===== src/rtl/core/ppr_pkg.sv =====
// Shared types and constants for the packed position record decoder.
// Used by the front end, the result queue, the back end and the checker.
package ppr_pkg;

    // result kinds
    typedef enum logic [1:0] {
        KIND_PIECE = 2'd0,
        KIND_END   = 2'd1,
        KIND_ERR   = 2'd2,
        KIND_TRUNC = 2'd3
    } kind_t;

    // one result item
    typedef struct packed {
        kind_t       kind;
        logic [5:0]  square;
        logic        color;
        logic [2:0]  piece_type;
        logic [4:0]  piece_index;
        logic [5:0]  piece_count;
        logic        turn;
        logic [3:0]  castling;
        logic [3:0]  ep_file;
        logic [15:0] eval_cp;
        logic        last_of_run;
    } res_t;

    // all results caused by one input byte
    typedef struct packed {
        logic two;
        res_t first;
        res_t second;
    } bundle_t;

    // queue between front and back end
    localparam int FIFO_AW    = 2;
    localparam int FIFO_DEPTH = 2 ** FIFO_AW;
    localparam int FIFO_CW    = $clog2(FIFO_DEPTH + 1);

endpackage


===== src/rtl/core/packed_position_record_decoder.sv =====
// Packed position record decoder: byte stream in, piece and record results out.
// A result reaches m_ through the result queue and then the output register.
// Throughput: one byte per cycle while s_ready is high; two results leave in turn.
// The four-entry result queue absorbs short output stalls before s_ready drops.
// Reset: aresetn synchronous active low, clears parse state, halt flag and queue.
// Depends on ppr_pkg, ppr_front, ppr_fifo and ppr_back.
module packed_position_record_decoder
    import ppr_pkg::*;
(
    input  logic               aclk,
    input  logic               aresetn,
    input  logic               s_valid,
    output logic               s_ready,
    input  logic [7:0]         s_data_byte,
    input  logic               s_stream_end,
    output logic               m_valid,
    input  logic               m_ready,
    output logic [1:0]         m_kind,
    output logic [5:0]         m_square,
    output logic               m_color,
    output logic [2:0]         m_piece_type,
    output logic [4:0]         m_piece_index,
    output logic [5:0]         m_piece_count,
    output logic               m_turn,
    output logic [3:0]         m_castling,
    output logic [3:0]         m_ep_file,
    output logic signed [15:0] m_eval_cp,
    output logic               m_last_of_run
);

    logic    fifo_full;
    logic    fifo_empty;
    logic    push;
    logic    pop;
    bundle_t push_data;
    bundle_t pop_data;
    res_t    res;

    // parser front end
    ppr_front u_front (
        .aclk         (aclk),
        .aresetn      (aresetn),
        .s_valid      (s_valid),
        .s_ready      (s_ready),
        .s_data_byte  (s_data_byte),
        .s_stream_end (s_stream_end),
        .fifo_full    (fifo_full),
        .push         (push),
        .push_data    (push_data)
    );

    // result queue
    ppr_fifo u_fifo (
        .aclk      (aclk),
        .aresetn   (aresetn),
        .push      (push),
        .push_data (push_data),
        .full      (fifo_full),
        .pop       (pop),
        .pop_data  (pop_data),
        .empty     (fifo_empty)
    );

    // output back end
    ppr_back u_back (
        .aclk     (aclk),
        .aresetn  (aresetn),
        .empty    (fifo_empty),
        .pop_data (pop_data),
        .pop      (pop),
        .m_valid  (m_valid),
        .m_ready  (m_ready),
        .m_res    (res)
    );

    // result fields
    assign m_kind         = res.kind;
    assign m_square       = res.square;
    assign m_color        = res.color;
    assign m_piece_type   = res.piece_type;
    assign m_piece_index  = res.piece_index;
    assign m_piece_count  = res.piece_count;
    assign m_turn         = res.turn;
    assign m_castling     = res.castling;
    assign m_ep_file      = res.ep_file;
    assign m_eval_cp      = $signed(res.eval_cp);
    assign m_last_of_run  = res.last_of_run;

endmodule


===== src/rtl/core/ppr_front.sv =====
// Front end: bit accumulator and record parser; one byte per cycle if s_ready.
// Depends on ppr_pkg; pushes one bundle per byte that yields results.
module ppr_front
    import ppr_pkg::*;
(
    input  logic       aclk,
    input  logic       aresetn,
    input  logic       s_valid,
    output logic       s_ready,
    input  logic [7:0] s_data_byte,
    input  logic       s_stream_end,
    input  logic       fifo_full,
    output logic       push,
    output bundle_t    push_data
);

    typedef enum logic [2:0] {
        PH_COUNT  = 3'd0,
        PH_PIECE  = 3'd1,
        PH_SIDE   = 3'd2,
        PH_CASTLE = 3'd3,
        PH_EP     = 3'd4,
        PH_EVAL   = 3'd5
    } phase_t;

    function automatic logic [4:0] need_of(input phase_t ph);
        logic [4:0] n;
        case (ph)
            PH_COUNT:  n = 5'd5;
            PH_PIECE:  n = 5'd10;
            PH_SIDE:   n = 5'd1;
            PH_CASTLE: n = 5'd4;
            PH_EP:     n = 5'd4;
            PH_EVAL:   n = 5'd16;
            default:   n = 5'd5;
        endcase
        return n;
    endfunction

    // parse state
    logic [23:0] acc_reg, acc_next;
    logic [4:0]  cnt_reg, cnt_next;
    phase_t      ph_reg, ph_next;
    logic [5:0]  tot_reg, tot_next;
    logic [5:0]  done_reg, done_next;
    logic        side_reg, side_next;
    logic [3:0]  cast_reg, cast_next;
    logic [3:0]  ep_reg, ep_next;
    logic        halt_reg, halt_next;

    logic        accept;
    logic        stop;
    logic [1:0]  nres;
    res_t        r0, r1, em;
    logic        do_emit;
    logic [4:0]  need;

    assign s_ready = !fifo_full;
    assign accept  = s_valid && s_ready;

    // field extraction over the bits held after this byte
    always_comb begin
        acc_next  = acc_reg | ({16'd0, s_data_byte} << cnt_reg[3:0]);
        cnt_next  = cnt_reg + 5'd8;
        ph_next   = ph_reg;
        tot_next  = tot_reg;
        done_next = done_reg;
        side_next = side_reg;
        cast_next = cast_reg;
        ep_next   = ep_reg;
        halt_next = halt_reg;
        stop      = 1'b0;
        nres      = 2'd0;
        r0        = '0;
        r1        = '0;
        em        = '0;
        do_emit   = 1'b0;
        need      = 5'd0;

        // at most four fields complete per byte
        for (int i = 0; i < 4; i++) begin
            do_emit = 1'b0;
            em      = '0;
            need    = need_of(ph_next);
            if (!stop && cnt_next >= need) begin
                case (ph_next)
                    PH_COUNT: begin
                        tot_next  = {1'b0, acc_next[4:0]} + 6'd1;
                        done_next = 6'd0;
                        ph_next   = PH_PIECE;
                        acc_next  = acc_next >> 5;
                        cnt_next  = cnt_next - 5'd5;
                    end
                    PH_PIECE: begin
                        em.square      = acc_next[5:0];
                        em.color       = acc_next[6];
                        em.piece_index = done_next[4:0];
                        em.piece_count = tot_next;
                        do_emit        = 1'b1;
                        if (acc_next[9:7] == 3'd0) begin
                            em.kind   = KIND_ERR;
                            halt_next = 1'b1;
                            stop      = 1'b1;
                        end else begin
                            em.kind       = KIND_PIECE;
                            em.piece_type = acc_next[9:7];
                            done_next     = done_next + 6'd1;
                            if (done_next >= tot_next) begin
                                ph_next = PH_SIDE;
                            end
                        end
                        acc_next = acc_next >> 10;
                        cnt_next = cnt_next - 5'd10;
                    end
                    PH_SIDE: begin
                        side_next = acc_next[0];
                        ph_next   = PH_CASTLE;
                        acc_next  = acc_next >> 1;
                        cnt_next  = cnt_next - 5'd1;
                    end
                    PH_CASTLE: begin
                        cast_next = acc_next[3:0];
                        ph_next   = PH_EP;
                        acc_next  = acc_next >> 4;
                        cnt_next  = cnt_next - 5'd4;
                    end
                    PH_EP: begin
                        ep_next  = acc_next[3:0];
                        ph_next  = PH_EVAL;
                        acc_next = acc_next >> 4;
                        cnt_next = cnt_next - 5'd4;
                    end
                    default: begin
                        // record end, leftover bits of the byte dropped
                        em.kind         = KIND_END;
                        em.piece_count  = tot_next;
                        em.turn         = side_next;
                        em.castling     = cast_next;
                        em.ep_file      = ep_next;
                        em.eval_cp      = acc_next[15:0];
                        do_emit         = 1'b1;
                        acc_next        = '0;
                        cnt_next        = '0;
                        ph_next         = PH_COUNT;
                        tot_next        = '0;
                        done_next       = '0;
                        side_next       = 1'b0;
                        cast_next       = '0;
                        ep_next         = '0;
                        stop            = 1'b1;
                    end
                endcase
                if (do_emit) begin
                    if (nres == 2'd0) begin
                        r0 = em;
                    end else if (nres == 2'd1) begin
                        r1 = em;
                    end
                    if (nres != 2'd2) begin
                        nres = nres + 2'd1;
                    end
                end
            end
        end

        // end of stream inside a record
        if (s_stream_end && !halt_next) begin
            if (ph_next != PH_COUNT || cnt_next != 5'd0) begin
                em             = '0;
                em.kind        = KIND_TRUNC;
                em.piece_index = done_next[4:0];
                em.piece_count = (ph_next == PH_COUNT) ? 6'd0 : tot_next;
                if (nres == 2'd0) begin
                    r0 = em;
                end else if (nres == 2'd1) begin
                    r1 = em;
                end
                if (nres != 2'd2) begin
                    nres = nres + 2'd1;
                end
            end
            acc_next  = '0;
            cnt_next  = '0;
            ph_next   = PH_COUNT;
            tot_next  = '0;
            done_next = '0;
            side_next = 1'b0;
            cast_next = '0;
            ep_next   = '0;
        end

        // mark the last result of this byte
        if (nres == 2'd1) begin
            r0.last_of_run = 1'b1;
        end
        if (nres == 2'd2) begin
            r1.last_of_run = 1'b1;
        end
    end

    assign push      = accept && !halt_reg && (nres != 2'd0);
    assign push_data = {(nres == 2'd2), r0, r1};

    // parse state update on each transfer while not halted
    always_ff @(posedge aclk) begin
        if (!aresetn) begin
            acc_reg  <= '0;
            cnt_reg  <= '0;
            ph_reg   <= PH_COUNT;
            tot_reg  <= '0;
            done_reg <= '0;
            side_reg <= 1'b0;
            cast_reg <= '0;
            ep_reg   <= '0;
            halt_reg <= 1'b0;
        end else if (accept && !halt_reg) begin
            acc_reg  <= acc_next;
            cnt_reg  <= cnt_next;
            ph_reg   <= ph_next;
            tot_reg  <= tot_next;
            done_reg <= done_next;
            side_reg <= side_next;
            cast_reg <= cast_next;
            ep_reg   <= ep_next;
            halt_reg <= halt_next;
        end
    end

endmodule


===== src/rtl/core/ppr_fifo.sv =====
// Small result queue between the parser front end and the output back end.
// Depends on ppr_pkg for the bundle type and queue depth.
module ppr_fifo
    import ppr_pkg::*;
(
    input  logic    aclk,
    input  logic    aresetn,
    input  logic    push,
    input  bundle_t push_data,
    output logic    full,
    input  logic    pop,
    output bundle_t pop_data,
    output logic    empty
);

    bundle_t              mem [FIFO_DEPTH];
    logic [FIFO_AW-1:0]   wr_ptr_reg;
    logic [FIFO_AW-1:0]   rd_ptr_reg;
    logic [FIFO_CW-1:0]   count_reg;

    assign full     = (count_reg == FIFO_CW'(FIFO_DEPTH));
    assign empty    = (count_reg == '0);
    assign pop_data = mem[rd_ptr_reg];

    // storage
    always_ff @(posedge aclk) begin
        if (push) begin
            mem[wr_ptr_reg] <= push_data;
        end
    end

    // pointers and fill level
    always_ff @(posedge aclk) begin
        if (!aresetn) begin
            wr_ptr_reg <= '0;
            rd_ptr_reg <= '0;
            count_reg  <= '0;
        end else begin
            if (push) begin
                wr_ptr_reg <= wr_ptr_reg + FIFO_AW'(1);
            end
            if (pop) begin
                rd_ptr_reg <= rd_ptr_reg + FIFO_AW'(1);
            end
            if (push && !pop) begin
                count_reg <= count_reg + FIFO_CW'(1);
            end else if (pop && !push) begin
                count_reg <= count_reg - FIFO_CW'(1);
            end
        end
    end

endmodule


===== src/rtl/core/ppr_back.sv =====
// Back end: splits each queued bundle into single results on the m_ channel.
// Depends on ppr_pkg; holds an output register and one pending result.
module ppr_back
    import ppr_pkg::*;
(
    input  logic    aclk,
    input  logic    aresetn,
    input  logic    empty,
    input  bundle_t pop_data,
    output logic    pop,
    output logic    m_valid,
    input  logic    m_ready,
    output res_t    m_res
);

    logic out_valid_reg;
    res_t out_reg;
    logic pend_valid_reg;
    res_t pend_reg;
    logic load_ok;

    assign load_ok = !out_valid_reg || m_ready;
    assign pop     = load_ok && !pend_valid_reg && !empty;
    assign m_valid = out_valid_reg;
    assign m_res   = out_reg;

    // output register and second-result holding slot
    always_ff @(posedge aclk) begin
        if (!aresetn) begin
            out_valid_reg  <= 1'b0;
            pend_valid_reg <= 1'b0;
        end else if (load_ok) begin
            if (pend_valid_reg) begin
                out_valid_reg  <= 1'b1;
                pend_valid_reg <= 1'b0;
            end else if (!empty) begin
                out_valid_reg  <= 1'b1;
                pend_valid_reg <= pop_data.two;
            end else begin
                out_valid_reg <= 1'b0;
            end
        end
    end

    // payload, no reset needed
    always_ff @(posedge aclk) begin
        if (load_ok) begin
            if (pend_valid_reg) begin
                out_reg <= pend_reg;
            end else if (!empty) begin
                out_reg  <= pop_data.first;
                pend_reg <= pop_data.second;
            end
        end
    end

endmodule


===== config.mk =====
export PLATFORM = sky130hd
export DESIGN_NAME = packed_position_record_decoder
export DESIGN_NICKNAME = d
export VERILOG_FILES = /design/src/rtl/core/ppr_pkg.sv /design/src/rtl/core/packed_position_record_decoder.sv /design/src/rtl/core/ppr_front.sv /design/src/rtl/core/ppr_fifo.sv /design/src/rtl/core/ppr_back.sv
export SDC_FILE = /design/constraint.sdc
export NUM_CORES = 1
export LEC_CHECK = 0
export ABC_AREA = 1
export BUFFER_PORTS_ARGS = -buffer_cell sky130_fd_sc_hd__buf_4
export CORE_ASPECT_RATIO = 2
export CORE_MARGIN = 1.5
export CORE_UTILIZATION = 51
export DETAILED_ROUTE_END_ITERATION = 6
export GPL_TIMING_DRIVEN = 0
export MAX_ROUTING_LAYER = met4
export PLACE_DENSITY = 0.67
export SYNTH_ARGS = -nofsm -noshare
export SYNTH_HDL_FRONTEND = slang
export SYNTH_HIERARCHICAL = 1
export SYNTH_SLANG_ARGS = --single-unit

===== constraint.sdc =====
create_clock -name aclk -period 13.39 [get_ports aclk]
set_input_delay 1.339 -clock aclk [delete_from_list [all_inputs] [get_ports aclk]]
set_output_delay 1.339 -clock aclk [all_outputs]
set_load 0.005 [all_outputs]

After elaboration in Yosys (flattened, before gate mapping)

Memory sizes are Yosys's and may differ from the RTL's. A register that Yosys moved wholly into a read port is not among the register bits.
Cells that the tools add are included.

Register bits after elaboration: 161
Memory bits (writable): 396
Input port bits: 13
Output and inout bits: 51
Word-level logic and storage cells: 394
Memories kept: 1

Memories:

| name       | words | width | read ports | clocked after memory_dff | write ports | line           | source |
|---|---|---|---|---|---|---|---|
| u_fifo.mem | 4     | 99    | 1          | 1                        | 1           | ppr_fifo.sv:16 | `bundle_t mem [FIFO_DEPTH];` |

Add/sub/neg operators: 33
Order comparisons: 8
Equality and inequality tests: 32
Shift operators: 1
Multiplexer cells: 204
Bitwise logic cells: 3
Reductions and logical operators: 76

Operators with widths:

| cell                                                                | number |
|---|---|
| 49-bit 2-to-1 mux                                                   | 32 |
| 23-bit one-hot mux with 4 select lines                              | 4 |
| 5-bit one-hot mux with 4 select lines                               | 8 |
| 25-bit 2-to-1 mux                                                   | 5 |
| 24-bit 2-to-1 mux                                                   | 5 |
| 6-bit 2-to-1 mux                                                    | 20 |
| 6-bit one-hot mux with 2 select lines                               | 8 |
| 4-bit OR reduction                                                  | 20 |
| 15-bit 2-to-1 mux                                                   | 5 |
| 4-bit one-hot mux with 2 select lines                               | 8 |
| 3-bit one-hot mux with 5 select lines                               | 4 |
| 3-bit 2-to-1 mux                                                    | 19 |
| 1-bit 2-to-1 mux                                                    | 41 |
| 4-bit 2-to-1 mux                                                    | 10 |
| 5-bit by 3-bit subtractor with 5-bit output (second input constant) | 8 |
| 2-bit 2-to-1 mux                                                    | 19 |
| 3-bit zero test                                                     | 10 |
| 3-bit == test (second input constant)                               | 9 |
| 5-bit 2-to-1 mux                                                    | 5 |
| 5-bit by 1-bit adder with 6-bit output (second input constant)      | 4 |
| 6-bit by 1-bit adder with 6-bit output (second input constant)      | 4 |
| 3-bit by 2-bit == test with 1-bit output (second input constant)    | 8 |
| 6-bit >= comparator                                                 | 4 |
| 24-bit bitwise OR                                                   | 1 |
| 30 further kinds                                                    | 96 |

Logic depth before layout (Yosys ltp)

Word-level depth: 36
Depth in mapped cells: 84
Mapped depth without buffers: 79

Modules after synthesis

Netlist, hierarchy kept.

Modules (own cells, without submodules):

| module    | times used | cells each | area each (sq um) | seq. area each (sq um) |
|---|---|---|---|---|
| ppr_fifo  | 1          | 1015       | 15077.0           | 12071.6 |
| ppr_front | 1          | 2580       | 14017.2           | 1081.0 |
| ppr_back  | 1          | 274        | 3668.5            | 2982.9 |

Worst setup path before layout

OpenSTA, ideal clock, no wires.

Kind: register to register
From: register u_front.ph_reg[0]
To: memory u_fifo/mem[0][0] in the netlist's numbering, enable pin
Library setup time: 0.453 ns
Data arrival time: 11.714 ns
Required time: 12.937 ns
Path slack: 1.224 ns
Stages on the path, launching flop included: 70
Path buffers: 11
Period minus slack after synthesis: 12.166 ns
Path through: dfxtp_1 > buf_2 > nor2_1 > inv_1 > nor2_2 > inv_1 > clkbuf_1 > a31oi_1 > ha_1 > a21oi_1 > o21a_1 > nand3_2 > buf_2 > buf_2 > clkbuf_1 > clkbuf_1 > clkbuf_1 > nand2_1 > [... 34 more ...] > o21ai_0 > nand2_1 > a21oi_1 > nor2_1 > nand2_1 > inv_1 > nand2_1 > buf_2 > nor2_1 > inv_2 > nand2_1 > nand2_1 > ha_1 > nand3_1 > nand2_1 > a21oi_1 > nand2_1 > inv_1

Longest elaborated chain between the ends: 31
Elaborated cells between the ends (all ways): 177
Those cells by class: 21 x add/sub; 7 x order compare; 24 x eq/ne; 91 x mux; 34 x reduce/logical

Ends and longest elaborated chain:

| what                                                                             | line                                 | source |
|---|---|---|
| from (decl)                                                                      | ppr_front.sv:43                      | `phase_t ph_reg, ph_next;` |
| from (signal assigned)                                                           | ppr_front.sv:219                     | `ph_reg <= ph_next;` |
| 3-bit by 2-bit == test with 1-bit output / 3-bit == test (equally long branches) | ppr_front.sv:28, ppr_front.sv:86     |  |
| 2-bit OR reduction (no source line)                                              | --                                   |  |
| 5-bit one-hot mux with 4 select lines                                            | ppr_front.sv:28                      | `case (ph)` |
| 5-bit >= comparator                                                              | ppr_front.sv:85                      | `if (!stop && cnt_next >= need) begin` |
| 6-bit 2-to-1 mux / 3-bit 2-to-1 mux (equally long branches)                      | ppr_front.sv:85                      |  |
| 6-bit by 1-bit adder with 6-bit output (tied with other cells)                   | ppr_front.sv:107                     | `done_next = done_next + 6'd1;` |
| 6-bit >= comparator / 2-bit OR reduction (equally long branches)                 | --                                   |  |
| 3-bit 2-to-1 mux / 5-bit one-hot mux with 4 select lines (equally long branches) | ppr_front.sv:108, ppr_front.sv:28    |  |
| [... 16 more ...]                                                                | --                                   |  |
| 1-bit logical OR / 2-bit 2-to-1 mux (equally long branches)                      | ppr_front.sv:168, ppr_front.sv:178   |  |
| 2-bit 2-to-1 mux                                                                 | ppr_front.sv:168                     | `if (ph_next != PH_COUNT \|\| cnt_next != 5'd0) begin` |
| 2-bit 2-to-1 mux *                                                               | ppr_front.sv:167                     | `if (s_stream_end && !halt_next) begin` |
| 2-bit nonzero test *                                                             | ppr_front.sv:201                     | `assign push = accept && !halt_reg && (nres != 2'd0);` |
| 1-bit logical AND *                                                              | ppr_front.sv:201                     |  |
| via push                                                                         | packed_position_record_decoder.sv:33 | `logic push;` |
| 1-bit 2-to-1 mux *                                                               | ppr_fifo.sv:27                       | `if (push) begin` |
| 1-bit 2-to-1 mux (implied by the code) *                                         | ppr_fifo.sv:28                       | `mem[wr_ptr_reg] <= push_data;` |
| to (decl)                                                                        | ppr_fifo.sv:16                       |  |

Mark *: on every way through the listed nets, which the timed path passes. The rest lies on a longest branch. The select of a mux whose other input is x is not followed.

Worst setup path after layout

From: register u_front.ph_reg[0]
To: memory u_fifo/mem[0][64] in the netlist's numbering, enable pin

The elaborated chain is that of the path after synthesis.

==> run metrics <==
Overall Global Routing Usage 46.6%; Arr. time, crit path around 13 ns; Reg2Reg Setup Slack 0.36 ns; fin cells 4,847; Slew Viols, Final 8; Overflow after GRT 0; Clock Path Buffers 3; CP startpoint kind flip-flop; Seq/Total Area, Yosys between 40% and 50%; Crit path top cell by count nand2_1; root buf cell clkbuf_16; Worst R2R Path Depth 65; outcome finished, violations left; Fmax achieved 0.0767 GHz; clk sinks about 560; final setup fails 0; post-synthesis cell type count between 60 and 70; Port Buffers 63; Slew @ Worst Pin 1.67 ns; Post-Syn Area per Cell about 8.5 µm²; CTS Hold Bufs 0; first-pass GRT wire length between 200,000 and 250,000 µm; layout cells sized above 1 11.0%; core area between 60,000 and 70,000 µm²; Post-Syn Area 32,800 µm²; Placed Instances 4,744; hold path cells 1; delay-heaviest family, CP buffers and inverters; Seq cells post-synth 559; RR Startpoint u_front/ph_reg[0]; DRT Pass-1 Iters 6; Worst setup EP type flip-flop; mux cell area share after synthesis 0%; Clock Pin Slew Worst Setup and Hold Paths about 0.070 ns; Synth Area in Adders 3.69%; top_reg_cell synth edfxtp_1; Layout area overhead 11.5%; TritonCTS clock tree done; RSZ-0062 raised after global routing false; largest net degree at the start of global routing 43; worst path bufs/invs 17; H-tree depth 2; Synth async-reset ratio 0%; TritonCTS buffer count 45; IO Count 64; final wirelength 150,000 µm; final antenna-violating net count 0; max_cap viols 2; die width 182 µm; most frequent cells in the layout nand2_1, edfxtp_1, nor2_1; critical path class reg2reg; die area 65,900 µm²; Synth Area in XOR/XNOR 0.561%; setup TNS 0 ns; max reg flops 396; CP max-delay cell buf_2; row cnt roughly 130; number of flops mapped to enable cells by yosys ~490; vias 31,400; Via density 6.47; final core occ a little under three fifths; commonest non-fill, non-tap cell in the layout nand2_1; worst-path fanout max 40; syn nets 3,978; CP peak stage delay 0.44 ns; Syn Inst Count ~3,900; R2R Path End u_fifo/mem[0][64]; Rel. slew slack -12.1%; Hold Path Class reg2reg; main combinational cell family by area after synthesis simple AND/OR/NAND/NOR gates; failing checks max-capacitance violations, max-slew violations; DIE HEIGHT approximately 360 µm; First DRT Iteration DRCs 3,256; Starting Density roughly 52%; Post-Synth Simple-Gate Area around a fifth; final hold viol count 0; worst hold endpoint u_fifo/rd_ptr_reg[1]; Compound-Gate Fraction of Synth Area 17.6%; vias in the first global route 31,100; clk_lat worst skew 0.60 ns; dpl hpwl 114,000 µm; WP data required between 10 and 15 ns; GPL Wtd Cong 1.09; Max Clock Skew approximately 0.023 ns; post-layout min period 13.03 ns; final net count 4,112; initial antenna violation count 7; routed len/inst 30.9 µm; Tcrit/Tclk final 97.3%; total number of yosys warnings 6; DRC viols 0; min-delay src u_fifo/rd_ptr_reg[1]
-- through the flow --
stage	hold slack [ns]	area, µm²	worst slack [ns]
floorplan	0.412	32800	1.22
detailed placement	0.435	34500	-3.78
global route	0.474	36500	0.0127
global placement	0.424	34200	-6.38
finish	0.450	36500	0.360
CTS	0.444	36300	0.00712
-- logic make-up (layout without fill, tap and decap cells) --
kind of cell,Yosys count,after routing
buffers and inverters,588,759
DFF,559,559
adders and majority gates,96,96
and+or+nand+nor,1636,1636
xor gates and xnor gates,21,21
other,0,9
AOI/OAI and AO/OA,969,969
-- worst max-delay path by stage --
stage                       from                  end  slack, ns  depth (start not counted)
6_report       u_front/ph_reg[0]    u_fifo/mem[0][64]       0.36                         65
5_1_grt        u_front/ph_reg[2]  u_fifo/count_reg[2]       0.01                         72
4_1_cts        u_front/ph_reg[2]    u_fifo/mem[0][10]      0.007                         68
3_5_place_dp   u_front/ph_reg[1]    u_fifo/mem[0][61]      -3.78                         66
3_3_place_gp   u_front/ph_reg[1]    u_fifo/mem[3][61]      -6.38                         65
2_1_floorplan  u_front/ph_reg[0]     u_fifo/mem[0][0]       1.22                         69
-- timing repair --
item                                    in CTS  in global routing
buffers inserted                             1                  6
cloned                                       4                  0
pin swaps                                    1                  2
resized for setup                           53                 38
endpoints found under the setup margin     851                794
-- worst register-to-register path: cells and delay by family, from the launching register on --
| kind | cells | cell delay (ns) |
|---|---|---|
| AO/OA/AOI/OAI | 18 | 2.65 |
| buffers and inverters | 17 | 4.46 |
| flip-flops | 1 | 0.30 |
| adder cells (fa/ha/maj) | 4 | 1.32 |
| AND/OR/NAND/NOR | 26 | 3.87 |
-- cell type report --
cell class / count / area (µm²)
tap: 798 / 998
multi-input combinational: 2722 / 14200
clock inverter: 30 / 423
inverter: 374 / 1450
timing repair buffer: 89 / 876
antenna: 9 / 22.5
buffer: 212 / 1210
fill: 5710 / 27100
sequential: 559 / 16100
clock buffer: 54 / 1180
-- routing by layer --
metal	track usage [%]	vias to the layer above	part of all wire, %
li1	-	13800	-
met5	-	-	0
met2	78.7	1948	49
met4	51.0	0	14
met1	41.3	14800	30
met3	8.99	828	7.4
-- synthesized netlist by cell type (6+ instances only) --
cell type,instances,share of area [%]
nand2_1,863,9.9
edfxtp_1,494,45
nor2_1,432,4.9
o21ai_0,374,5.7
inv_1,341,3.9
o22ai_1,195,3.7
nand3_1,175,2.7
a21oi_1,135,2.1
clkbuf_1,97,1.1
ha_1,95,3.6
dfxtp_1,65,4.0
buf_2,64,0.98
o21ai_1,56,0.86
nand4_1,40,0.76
nand2_2,31,0.59
nor3_1,26,0.40
o221ai_1,25,0.67
inv_2,24,0.27
o211ai_1,24,0.55
buf_4,22,0.50
nor2_2,20,0.38
o21a_1,20,0.46
buf_6,19,0.65
o32ai_1,18,0.48
a22oi_1,17,0.39
o2111ai_1,17,0.45
xor2_1,14,0.37
nand3_2,12,0.37
a21oi_2,11,0.29
a32oi_1,11,0.29
buf_1,11,0.13
o31ai_1,10,0.23
a31oi_1,9,0.17
o311ai_0,8,0.21
or2_2,8,0.15
nand2_4,7,0.24
xnor2_1,7,0.19
a221o_1,6,0.18
a221oi_1,6,0.16
nor2_4,6,0.21
Power is not shown: default switching activity piles up to over one toggle a cycle in this logic, so the estimate is an artifact.
